--- src/hdl/hfla_pkg.sv ---
`timescale 1ns / 1ps
// ----------------------------------------------------------------------------
// hfla_pkg: handle free list allocator shared types
// Request codes, payload field widths and the control state encoding.
// ----------------------------------------------------------------------------
package hfla_pkg;

    // payload field widths
    localparam int HANDLE_IN_W  = 16;
    localparam int HANDLE_OUT_W = 8;
    localparam int KIND_FIELD_W = 4;
    localparam int KIND_MAX_W   = 8;

    // request codes
    typedef enum logic [1:0] {
        REQ_ACQUIRE   = 2'd0,
        REQ_RELEASE   = 2'd1,
        REQ_GET       = 2'd2,
        REQ_GET_CHECK = 2'd3
    } t_req_type;

    // control state, one-hot
    typedef enum logic [1:0] {
        S_IDLE = 2'b01,
        S_EXEC = 2'b10
    } t_state;

endpackage

--- src/hdl/hfla_if.sv ---
`timescale 1ns / 1ps
// ----------------------------------------------------------------------------
// hfla_if: request and response channels
// Valid/ready channels; a transfer happens when valid and ready are both high.
// ----------------------------------------------------------------------------
interface hfla_req_if;
    logic                                  valid;
    logic                                  ready;
    hfla_pkg::t_req_type                   req_type;
    logic signed [hfla_pkg::HANDLE_IN_W-1:0] handle_in;
    logic [hfla_pkg::KIND_FIELD_W-1:0]     entry_kind;

    modport source (output valid, output req_type, output handle_in,
                    output entry_kind, input ready);
    modport sink   (input valid, input req_type, input handle_in,
                    input entry_kind, output ready);
endinterface

interface hfla_rsp_if;
    logic                                  valid;
    logic                                  ready;
    logic                                  success;
    logic [hfla_pkg::HANDLE_OUT_W-1:0]     handle_out;
    logic [hfla_pkg::KIND_FIELD_W-1:0]     kind_out;

    modport source (output valid, output success, output handle_out,
                    output kind_out, input ready);
    modport sink   (input valid, input success, input handle_out,
                    input kind_out, output ready);
endinterface

--- src/hdl/hfla_ram.sv ---
`timescale 1ns / 1ps
// ----------------------------------------------------------------------------
// hfla_ram: generic simple dual-port ram
// One write port, one read port, read data registered.
// ----------------------------------------------------------------------------
module hfla_ram #(
    parameter int WIDTH = 8,
    parameter int DEPTH = 256
) (
    input  logic                     i_clk,
    input  logic                     i_wr_en,
    input  logic [$clog2(DEPTH)-1:0] i_wr_addr,
    input  logic [WIDTH-1:0]         i_wr_data,
    input  logic                     i_rd_en,
    input  logic [$clog2(DEPTH)-1:0] i_rd_addr,
    output logic [WIDTH-1:0]         o_rd_data
);

    logic [WIDTH-1:0] r_mem [DEPTH];
    logic [WIDTH-1:0] r_rd_data;

    // write port
    always_ff @(posedge i_clk) begin
        if (i_wr_en) begin
            r_mem[i_wr_addr] <= i_wr_data;
        end
    end

    // registered read, holds while not enabled
    always_ff @(posedge i_clk) begin
        if (i_rd_en) begin
            r_rd_data <= r_mem[i_rd_addr];
        end
    end

    assign o_rd_data = r_rd_data;

endmodule

--- src/hdl/handle_free_list_allocator_unit.sv ---
`timescale 1ns / 1ps
// ----------------------------------------------------------------------------
// handle_free_list_allocator_unit: handle table with a lifo free list
// Acquire, release and lookup of handles; per-handle kind and free-list link
// live in one synchronous ram, head of list and high-water mark in registers.
// ----------------------------------------------------------------------------
// channel   dir  transfer when         payload
// i_req     in   valid && ready        req_type, handle_in, entry_kind
// o_rsp     out  valid && ready        success, handle_out, kind_out
//
// each request reads its table entry in idle, then updates it and loads the
// response register in execute; the registered ram read sets this split.
// a new request is taken while the previous response still waits in o_rsp.
// the execute cycle stalls only if the response register is still full.
// synchronous reset empties the free list and clears the high-water mark;
// no clearing pass, the table needs none.
// ----------------------------------------------------------------------------
module handle_free_list_allocator_unit #(
    parameter int CAPACITY  = 256,
    parameter int KIND_BITS = 4
) (
    input  logic i_clk,
    input  logic i_rst_n,
    hfla_req_if.sink   i_req,
    hfla_rsp_if.source o_rsp
);
    import hfla_pkg::*;

    localparam int IDX_W  = $clog2(CAPACITY);
    localparam int HW_W   = $clog2(CAPACITY + 1);
    localparam int CMP_W  = (HW_W > HANDLE_IN_W) ? HW_W : HANDLE_IN_W;
    localparam int WORD_W = KIND_BITS + HW_W;
    localparam logic [HW_W-1:0] EMPTY_MARK = HW_W'(CAPACITY);

    // control and bookkeeping
    t_state                r_state;
    logic [HW_W-1:0]       r_free_head;
    logic [HW_W-1:0]       r_high_water;

    // captured request
    t_req_type             r_req;
    logic [KIND_BITS-1:0]  r_kind;
    logic [IDX_W-1:0]      r_addr;
    logic                  r_hvalid;
    logic                  r_acq_free;
    logic                  r_acq_new;

    // response register
    logic                  r_out_valid;
    logic                  r_success;
    logic [HANDLE_OUT_W-1:0] r_handle_out;
    logic [KIND_FIELD_W-1:0] r_kind_out;

    // ram ports
    logic                  wr_en;
    logic [WORD_W-1:0]     wr_data;
    logic                  rd_en;
    logic [IDX_W-1:0]      rd_addr;
    logic [WORD_W-1:0]     rd_data;
    logic [KIND_BITS-1:0]  rd_kind;
    logic [HW_W-1:0]       rd_link;

    // misc combinational
    logic                  accept;
    logic                  exec_go;
    logic                  head_nonempty;
    logic                  hw_room;
    logic                  handle_ok;
    logic [KIND_MAX_W-1:0] kind_in_ext;
    logic [KIND_BITS-1:0]  kind_in;
    logic [KIND_MAX_W-1:0] kind_rd_ext;
    logic                  live;

    logic                  n_success;
    logic [IDX_W-1:0]      n_handle;
    logic [KIND_FIELD_W-1:0] n_kind_out;
    logic [HW_W-1:0]       n_free_head;
    logic [HW_W-1:0]       n_high_water;

    // table ram: kind and free-list link per handle
    hfla_ram #(
        .WIDTH (WORD_W),
        .DEPTH (CAPACITY)
    ) u_table (
        .i_clk     (i_clk),
        .i_wr_en   (wr_en),
        .i_wr_addr (r_addr),
        .i_wr_data (wr_data),
        .i_rd_en   (rd_en),
        .i_rd_addr (rd_addr),
        .o_rd_data (rd_data)
    );

    assign rd_kind = rd_data[WORD_W-1:HW_W];
    assign rd_link = rd_data[HW_W-1:0];

    // handshake
    assign i_req.ready = (r_state == S_IDLE);
    assign accept      = i_req.valid && i_req.ready;
    assign exec_go     = (r_state == S_EXEC) && (!r_out_valid || o_rsp.ready);

    // request decode at the input
    assign head_nonempty = (r_free_head != EMPTY_MARK);
    assign hw_room       = (r_high_water < EMPTY_MARK);
    assign handle_ok     = !i_req.handle_in[HANDLE_IN_W-1] &&
                           (CMP_W'($unsigned(i_req.handle_in)) < CMP_W'(r_high_water));
    assign kind_in_ext   = KIND_MAX_W'(i_req.entry_kind);
    assign kind_in       = kind_in_ext[KIND_BITS-1:0];

    // read address: free-list head for acquire, queried handle otherwise
    always_comb begin
        if (i_req.req_type == REQ_ACQUIRE) begin
            rd_addr = r_free_head[IDX_W-1:0];
        end else begin
            rd_addr = i_req.handle_in[IDX_W-1:0];
        end
    end
    assign rd_en = accept;

    // capture the request
    always_ff @(posedge i_clk) begin
        if (accept) begin
            r_req      <= i_req.req_type;
            r_kind     <= kind_in;
            r_hvalid   <= handle_ok;
            r_acq_free <= head_nonempty;
            r_acq_new  <= !head_nonempty && hw_room;
            if (i_req.req_type == REQ_ACQUIRE) begin
                r_addr <= head_nonempty ? r_free_head[IDX_W-1:0]
                                        : r_high_water[IDX_W-1:0];
            end else begin
                r_addr <= i_req.handle_in[IDX_W-1:0];
            end
        end
    end

    // execute: check, modify, write back
    assign live        = r_hvalid && (rd_kind != '0);
    assign kind_rd_ext = KIND_MAX_W'(rd_kind);

    always_comb begin
        n_success    = 1'b0;
        n_handle     = '0;
        n_kind_out   = '0;
        n_free_head  = r_free_head;
        n_high_water = r_high_water;
        wr_en        = 1'b0;
        wr_data      = {r_kind, EMPTY_MARK};
        unique case (r_req)
            REQ_ACQUIRE: begin
                if ((r_kind != '0) && (r_acq_free || r_acq_new)) begin
                    n_success = 1'b1;
                    n_handle  = r_addr;
                    wr_en     = exec_go;
                    wr_data   = {r_kind, EMPTY_MARK};
                    if (r_acq_free) begin
                        n_free_head = rd_link;
                    end else begin
                        n_high_water = r_high_water + 1'b1;
                    end
                end
            end
            REQ_RELEASE: begin
                if (live) begin
                    n_success   = 1'b1;
                    n_handle    = r_addr;
                    wr_en       = exec_go;
                    wr_data     = {{KIND_BITS{1'b0}}, r_free_head};
                    n_free_head = HW_W'(r_addr);
                end
            end
            REQ_GET: begin
                if (live) begin
                    n_success  = 1'b1;
                    n_handle   = r_addr;
                    n_kind_out = kind_rd_ext[KIND_FIELD_W-1:0];
                end
            end
            REQ_GET_CHECK: begin
                if (live && (rd_kind == r_kind)) begin
                    n_success  = 1'b1;
                    n_handle   = r_addr;
                    n_kind_out = kind_rd_ext[KIND_FIELD_W-1:0];
                end
            end
            default: ;
        endcase
    end

    // control state and bookkeeping registers
    always_ff @(posedge i_clk) begin
        if (!i_rst_n) begin
            r_state      <= S_IDLE;
            r_free_head  <= EMPTY_MARK;
            r_high_water <= '0;
        end else begin
            unique case (r_state)
                S_IDLE: begin
                    if (accept) begin
                        r_state <= S_EXEC;
                    end
                end
                S_EXEC: begin
                    if (exec_go) begin
                        r_state      <= S_IDLE;
                        r_free_head  <= n_free_head;
                        r_high_water <= n_high_water;
                    end
                end
                default: r_state <= S_IDLE;
            endcase
        end
    end

    // response register
    always_ff @(posedge i_clk) begin
        if (!i_rst_n) begin
            r_out_valid <= 1'b0;
        end else if (exec_go) begin
            r_out_valid <= 1'b1;
        end else if (o_rsp.ready) begin
            r_out_valid <= 1'b0;
        end
    end

    always_ff @(posedge i_clk) begin
        if (exec_go) begin
            r_success    <= n_success;
            r_handle_out <= HANDLE_OUT_W'(n_handle);
            r_kind_out   <= n_kind_out;
        end
    end

    assign o_rsp.valid      = r_out_valid;
    assign o_rsp.success    = r_success;
    assign o_rsp.handle_out = r_handle_out;
    assign o_rsp.kind_out   = r_kind_out;

`ifndef SYNTHESIS
    // high-water mark never passes the capacity
    a_hw_bound: assert property (@(posedge i_clk) disable iff (!i_rst_n)
        r_high_water <= EMPTY_MARK)
        else $error("high-water mark beyond capacity");

    // free-list head is empty or names a handle already handed out
    a_head_range: assert property (@(posedge i_clk) disable iff (!i_rst_n)
        (r_free_head == EMPTY_MARK) || (r_free_head < r_high_water))
        else $error("free-list head outside used range");

    // an accepted request moves to execute
    a_accept_exec: assert property (@(posedge i_clk) disable iff (!i_rst_n)
        accept |=> (r_state == S_EXEC))
        else $error("accepted request did not enter execute");

    // a response appears only after an execute cycle
    a_rsp_from_exec: assert property (@(posedge i_clk) disable iff (!i_rst_n)
        $rose(r_out_valid) |-> $past(r_state == S_EXEC))
        else $error("response without execute");

    // table is written only while executing
    a_write_exec: assert property (@(posedge i_clk) disable iff (!i_rst_n)
        wr_en |-> (r_state == S_EXEC))
        else $error("table write outside execute");
`endif

endmodule
--- src/flat_wrapper.sv ---
// flat-port wrapper written by rule: the top's interface ports become plain ports
module handle_free_list_allocator_unit_flat import hfla_pkg::*;
#(
    parameter int CAPACITY  = 256,
    parameter int KIND_BITS = 4
)
  (i_clk, i_rst_n, i_req_valid, i_req_req_type, i_req_handle_in, i_req_entry_kind, i_req_ready, o_rsp_valid, o_rsp_success, o_rsp_handle_out, o_rsp_kind_out, o_rsp_ready);
  hfla_req_if i_req_i ();
  hfla_rsp_if o_rsp_i ();
  input  logic i_clk;
  input  logic i_rst_n;
  input wire logic [$bits(i_req_i.valid)-1:0] i_req_valid;
  input wire logic [$bits(i_req_i.req_type)-1:0] i_req_req_type;
  input wire logic [$bits(i_req_i.handle_in)-1:0] i_req_handle_in;
  input wire logic [$bits(i_req_i.entry_kind)-1:0] i_req_entry_kind;
  output wire logic [$bits(i_req_i.ready)-1:0] i_req_ready;
  output wire logic [$bits(o_rsp_i.valid)-1:0] o_rsp_valid;
  output wire logic [$bits(o_rsp_i.success)-1:0] o_rsp_success;
  output wire logic [$bits(o_rsp_i.handle_out)-1:0] o_rsp_handle_out;
  output wire logic [$bits(o_rsp_i.kind_out)-1:0] o_rsp_kind_out;
  input wire logic [$bits(o_rsp_i.ready)-1:0] o_rsp_ready;
  assign i_req_i.valid = i_req_valid;
  assign i_req_i.req_type = i_req_req_type;
  assign i_req_i.handle_in = i_req_handle_in;
  assign i_req_i.entry_kind = i_req_entry_kind;
  assign i_req_ready = i_req_i.ready;
  assign o_rsp_valid = o_rsp_i.valid;
  assign o_rsp_success = o_rsp_i.success;
  assign o_rsp_handle_out = o_rsp_i.handle_out;
  assign o_rsp_kind_out = o_rsp_i.kind_out;
  assign o_rsp_i.ready = o_rsp_ready;
  handle_free_list_allocator_unit #(.CAPACITY(CAPACITY), .KIND_BITS(KIND_BITS)) u_core (.i_clk(i_clk), .i_rst_n(i_rst_n), .i_req(i_req_i), .o_rsp(o_rsp_i));
endmodule
--- config.mk ---
export PLATFORM = sky130hd
export DESIGN_NAME = handle_free_list_allocator_unit_flat
export DESIGN_NICKNAME = d
export VERILOG_FILES = /design/src/hdl/hfla_pkg.sv /design/src/hdl/hfla_if.sv /design/src/hdl/hfla_ram.sv /design/src/hdl/handle_free_list_allocator_unit.sv /design/src/flat_wrapper.sv
export SDC_FILE = /design/constraint.sdc
export NUM_CORES = 2
export LEC_CHECK = 0
export BUFFER_PORTS_ARGS = -buffer_cell sky130_fd_sc_hd__clkbuf_2
export CAP_MARGIN = 25
export CELL_PAD_IN_SITES_DETAIL_PLACEMENT = 0
export CELL_PAD_IN_SITES_GLOBAL_PLACEMENT = 1
export CORE_UTILIZATION = 58
export DETAILED_ROUTE_END_ITERATION = 10
export HOLD_SLACK_MARGIN = 0.03
export PLACE_DENSITY_LB_ADDON = 0.2
export SYNTH_ARGS = -nofsm -noshare
export SYNTH_HDL_FRONTEND = slang
export SYNTH_SLANG_ARGS = --single-unit
--- constraint.sdc ---
create_clock -name i_clk -period 23.6 [get_ports i_clk]
set_input_delay 4.72 -clock i_clk [delete_from_list [all_inputs] [get_ports i_clk]]
set_output_delay 4.72 -clock i_clk [all_outputs]
set_load 0.01 [all_outputs]
==> impl_metrics.env <==
export IMPL_synth_largest_area_cell="sky130_fd_sc_hd__edfxtp_1"
export IMPL_syn_nets=8665
export IMPL_setup_viol=0
export IMPL_grt_remaining_overflow=0
export IMPL_leakage_component_of_the_power_uw=0.05053
export IMPL_finalWorstPathRequiredPeriod_ps=10050
export IMPL_hpwl_um=205400
export IMPL_yosysMostFrequentCell="sky130_fd_sc_hd__edfxtp_1"
export IMPL_power_density_nw_per_um2=84.58
export IMPL_routabilityCongestion=0.8531
export IMPL_antenna_found_initial=12
export IMPL_synth_enable_flop_cells=3371
export IMPL_yosys_top_cells_count="sky130_fd_sc_hd__edfxtp_1, sky130_fd_sc_hd__nand2_1, sky130_fd_sc_hd__mux2i_1"
export IMPL_route_antenna_remaining_nets=0
export IMPL_cts_buffers=351
export IMPL_synth_flop_cell="sky130_fd_sc_hd__edfxtp_1"
export IMPL_synth_compound_area_share=0.04434
export IMPL_ys_types=51
export IMPL_clock_sink_count=3392
export IMPL_timing_fmax_mhz=99.47
export IMPL_drc_violation_count_after_routing=0
export IMPL_synthXorXnorAreaFrac=0.0007963
export IMPL_hold_buffers=0
export IMPL_route_final_wire_length_um=366300
export IMPL_drt_pre_antenna_iters=6
export IMPL_die_w_um=479.0
export IMPL_route_detailed_vias_per_inst=6.471
export IMPL_layout_worst_path_cycle_share=0.4260
export IMPL_core_um2=225500
export IMPL_clock_path_buffers=4
export IMPL_worst_path_max_delay_cell="sky130_fd_sc_hd__nor3_1"
export IMPL_timing_critical_path_buf_inv=6
export IMPL_synthCells=8626
export IMPL_crit_type="in -> reg"
export IMPL_dr_total_vias=78430
export IMPL_die_area_um2=229500
export IMPL_num_nets_final=8899
export IMPL_ys_seq_area_frac=0.7702
export IMPL_unrepaired_setup_endpoints_after_global_routing="no"
export IMPL_worstPathRequired_ps=24260
export IMPL_die_span_in_y_um=479.0
export IMPL_combinational_family_with_the_most_area_after_synthesis="simple AND/OR/NAND/NOR gates"
export IMPL_path_clk_slew_ps=60
export IMPL_ys_async_sr_fraction=0
export IMPL_synthSimpleGateAreaFrac=0.09790
export IMPL_cts_tree="done"
export IMPL_maxCapViolCount=0
export IMPL_cpLargestDelayFamily="buffers and inverters"
export IMPL_maximum_number_of_pins_on_one_net_before_global_route_repair=169
export IMPL_clock_skew_final_ps=60.38
export IMPL_worst_setup_path_start_kind="input port"
export IMPL_io_pins=41
export IMPL_post_cts_setup_buffer_count=0
export IMPL_synth_mux_area_frac=0.06469
export IMPL_reg2reg_slack_ps=17150
export IMPL_drv_slew=0
export IMPL_initial_core_util=0.5852
export IMPL_first_global_vias=73890
export IMPL_layout_area_overhead_vs_synth_pct=11.86
export IMPL_max_slew_margin_rel=0.2358
export IMPL_setup_tns_final_ps=0
export IMPL_netlist_area_um2=132000
export IMPL_drive_above_1_share=0.1203
export IMPL_power_ir_vdd_worst_mv=0.07531
export IMPL_root_buffer="sky130_fd_sc_hd__clkbuf_16"
export IMPL_run_status="finished clean"
export IMPL_end_kind="flop"
export IMPL_cp_slowest_stage_delay_ps=950
export IMPL_grt_util_all_layers=0.3170
export IMPL_drt_wirelength_per_cell_um=30.22
export IMPL_detail_route_iter0_violations=11180
export IMPL_rows=174
export IMPL_worstSkewPairLatency_ps=960
export IMPL_syn_area_per_cell_um2=15.30
export IMPL_synthesis_yosys_warnings=0
export IMPL_path_common_cell="sky130_fd_sc_hd__buf_4"
export IMPL_grt_first_pass_wirelength_um=524000
export IMPL_postSynthRegisterBits=3392
export IMPL_final_hold_viol_count=0
export IMPL_timing_worst_slew_pin_value_ps=1134
export IMPL_post_synth_fa_ha_maj_area_fraction=0.001232
export IMPL_finished_core_util=0.6546
export IMPL_hp_class="reg -> reg"
export IMPL_yosysTopAreaCellShare=0.7670
export IMPL_placed_cell_area_um2=136600
export IMPL_critPathArrivalTime_ps=10720
export IMPL_critical_path_peak_fanout=63
export IMPL_design_area_um2=147600
export IMPL_cts_repair_resize_count=0
export IMPL_buffer_ports_inserted=40
export IMPL_synthTopCellsByArea="sky130_fd_sc_hd__edfxtp_1, sky130_fd_sc_hd__nand2_1, sky130_fd_sc_hd__mux2i_1"
export IMPL_crit_path_cell_trace="clkbuf_2, o21ai_1, and2_4, buf_4, buf_4, buf_16, buf_4, buf_4, mux2i_1, a32oi_1, nand4_1, nand4_1, nor3_1, nor4_1"
export IMPL_level_count_of_the_clock_h_tree=5
per-layer routing:
metal | share of wire | vias to the layer above | global-route usage
met5 | 0.00013 | - | 0
li1 | - | 33410 | -
met1 | 0.40 | 39690 | 0.4716
met3 | 0.12 | 723 | 0.06890
met2 | 0.45 | 4597 | 0.4683
met4 | 0.035 | 6 | 0.1075
path summary, 6_finish.rpt:
check | from | end | cells past startpoint
min reg2reg | u_core.r_state[1]$_SDFFE_PN0P_ | u_core.o_rsp.valid$_SDFFE_PN0P_ | 2
min | u_core.r_state[1]$_SDFFE_PN0P_ | u_core.o_rsp.valid$_SDFFE_PN0P_ | 2
max | i_req_req_type[1] | u_core.u_table.o_rd_data[1]$_DFFE_PP_ | 14
max reg2reg | u_core.r_free_head[1]$_SDFFE_PN0P_ | u_core.u_table.o_rd_data[7]$_DFFE_PP_ | 11
logic make-up after synthesis:
logic type / count (synthesis)
flops: 3392
simple gates: 2979
compound gates: 949
mux: 723
buf+inv: 558
fa+ha+maj: 13
xor+xnor: 12
final cells by class:
cell class / instances / area (um2)
sequential: 3392 / 101600
fill: 15800 / 77910
multi-input combinational: 4676 / 28020
clock buffer: 433 / 9249
tap: 2992 / 3744
timing repair buffer: 423 / 3387
clock inverter: 181 / 1505
inverter: 16 / 60.06
antenna: 8 / 20.02
power by group:
part           total [uW]  internal (uW)  switching [uW]  leakage [uW]
sequential           6600           6580            19.6        0.0335
clock                5270           3040            2230       0.00526
combinational         624            160             464        0.0117
per-stage QoR:
| stage | hold WS (ps) | power [uW] | worst slack (ps) | instances |
|---|---|---|---|---|
| finish | 525.0 | 12490 | 13550 | 12120 |
| CTS | 529.5 | 12510 | 13730 | 12100 |
| global route | 564.3 | 12770 | 13440 | 12120 |
| floorplan | 458.6 | 7081 | 14540 | 8626 |
| global placement | 510.2 | 7317 | 12180 | 11460 |
| detailed placement | 516.8 | 7328 | 12710 | 11480 |
layout by cell type (no fill, tap or decap), types with 11 or more instances in the layout:
master and count:
sky130_fd_sc_hd__edfxtp_1 3371, sky130_fd_sc_hd__nand2_1 1733, sky130_fd_sc_hd__mux2i_1 619, sky130_fd_sc_hd__nand3_1 501, sky130_fd_sc_hd__clkbuf_16 357, sky130_fd_sc_hd__buf_4 348
sky130_fd_sc_hd__a21oi_1 255, sky130_fd_sc_hd__nand4_1 239, sky130_fd_sc_hd__nor2_1 222, sky130_fd_sc_hd__o22ai_1 221, sky130_fd_sc_hd__o21ai_0 148, sky130_fd_sc_hd__a32oi_1 130
sky130_fd_sc_hd__a31oi_1 106, sky130_fd_sc_hd__mux4_2 104, sky130_fd_sc_hd__clkinv_1 76, sky130_fd_sc_hd__clkbuf_1 73, sky130_fd_sc_hd__nor4_1 68, sky130_fd_sc_hd__clkinv_2 62
sky130_fd_sc_hd__a22oi_1 52, sky130_fd_sc_hd__nor3_1 49, sky130_fd_sc_hd__nor2_2 48, sky130_fd_sc_hd__clkbuf_2 40, sky130_fd_sc_hd__bufinv_16 25, sky130_fd_sc_hd__and2_1 22
sky130_fd_sc_hd__dfxtp_1 21, sky130_fd_sc_hd__nor2b_1 20, sky130_fd_sc_hd__inv_1 16, sky130_fd_sc_hd__o21ai_1 14, sky130_fd_sc_hd__ha_1 13, sky130_fd_sc_hd__buf_12 13
sky130_fd_sc_hd__clkinvlp_4 11
registers in the layout, indices dropped and copies added (netlist names):
register / count
u_core.r_req: 2
u_core.r_addr: 8
u_core.u_table.r_mem: 3328
u_core.o_rsp.valid: 1
u_core.r_kind: 4
u_core.r_free_head: 9
u_core.o_rsp.success: 1
u_core.r_state: 2
u_core.o_rsp.kind_out: 4
u_core.u_table.o_rd_data: 13
u_core.r_acq_free: 1
u_core.r_hvalid: 1
u_core.o_rsp.handle_out: 8
u_core.r_acq_new: 1
u_core.r_high_water: 9
tightest hold or removal path: stages (launching register included):
cell and delay [ps]:
sky130_fd_sc_hd__dfxtp_1 310, sky130_fd_sc_hd__nand2b_1 90, sky130_fd_sc_hd__a21boi_0 80
No activity file was read; power rests on OpenSTA's default activity.
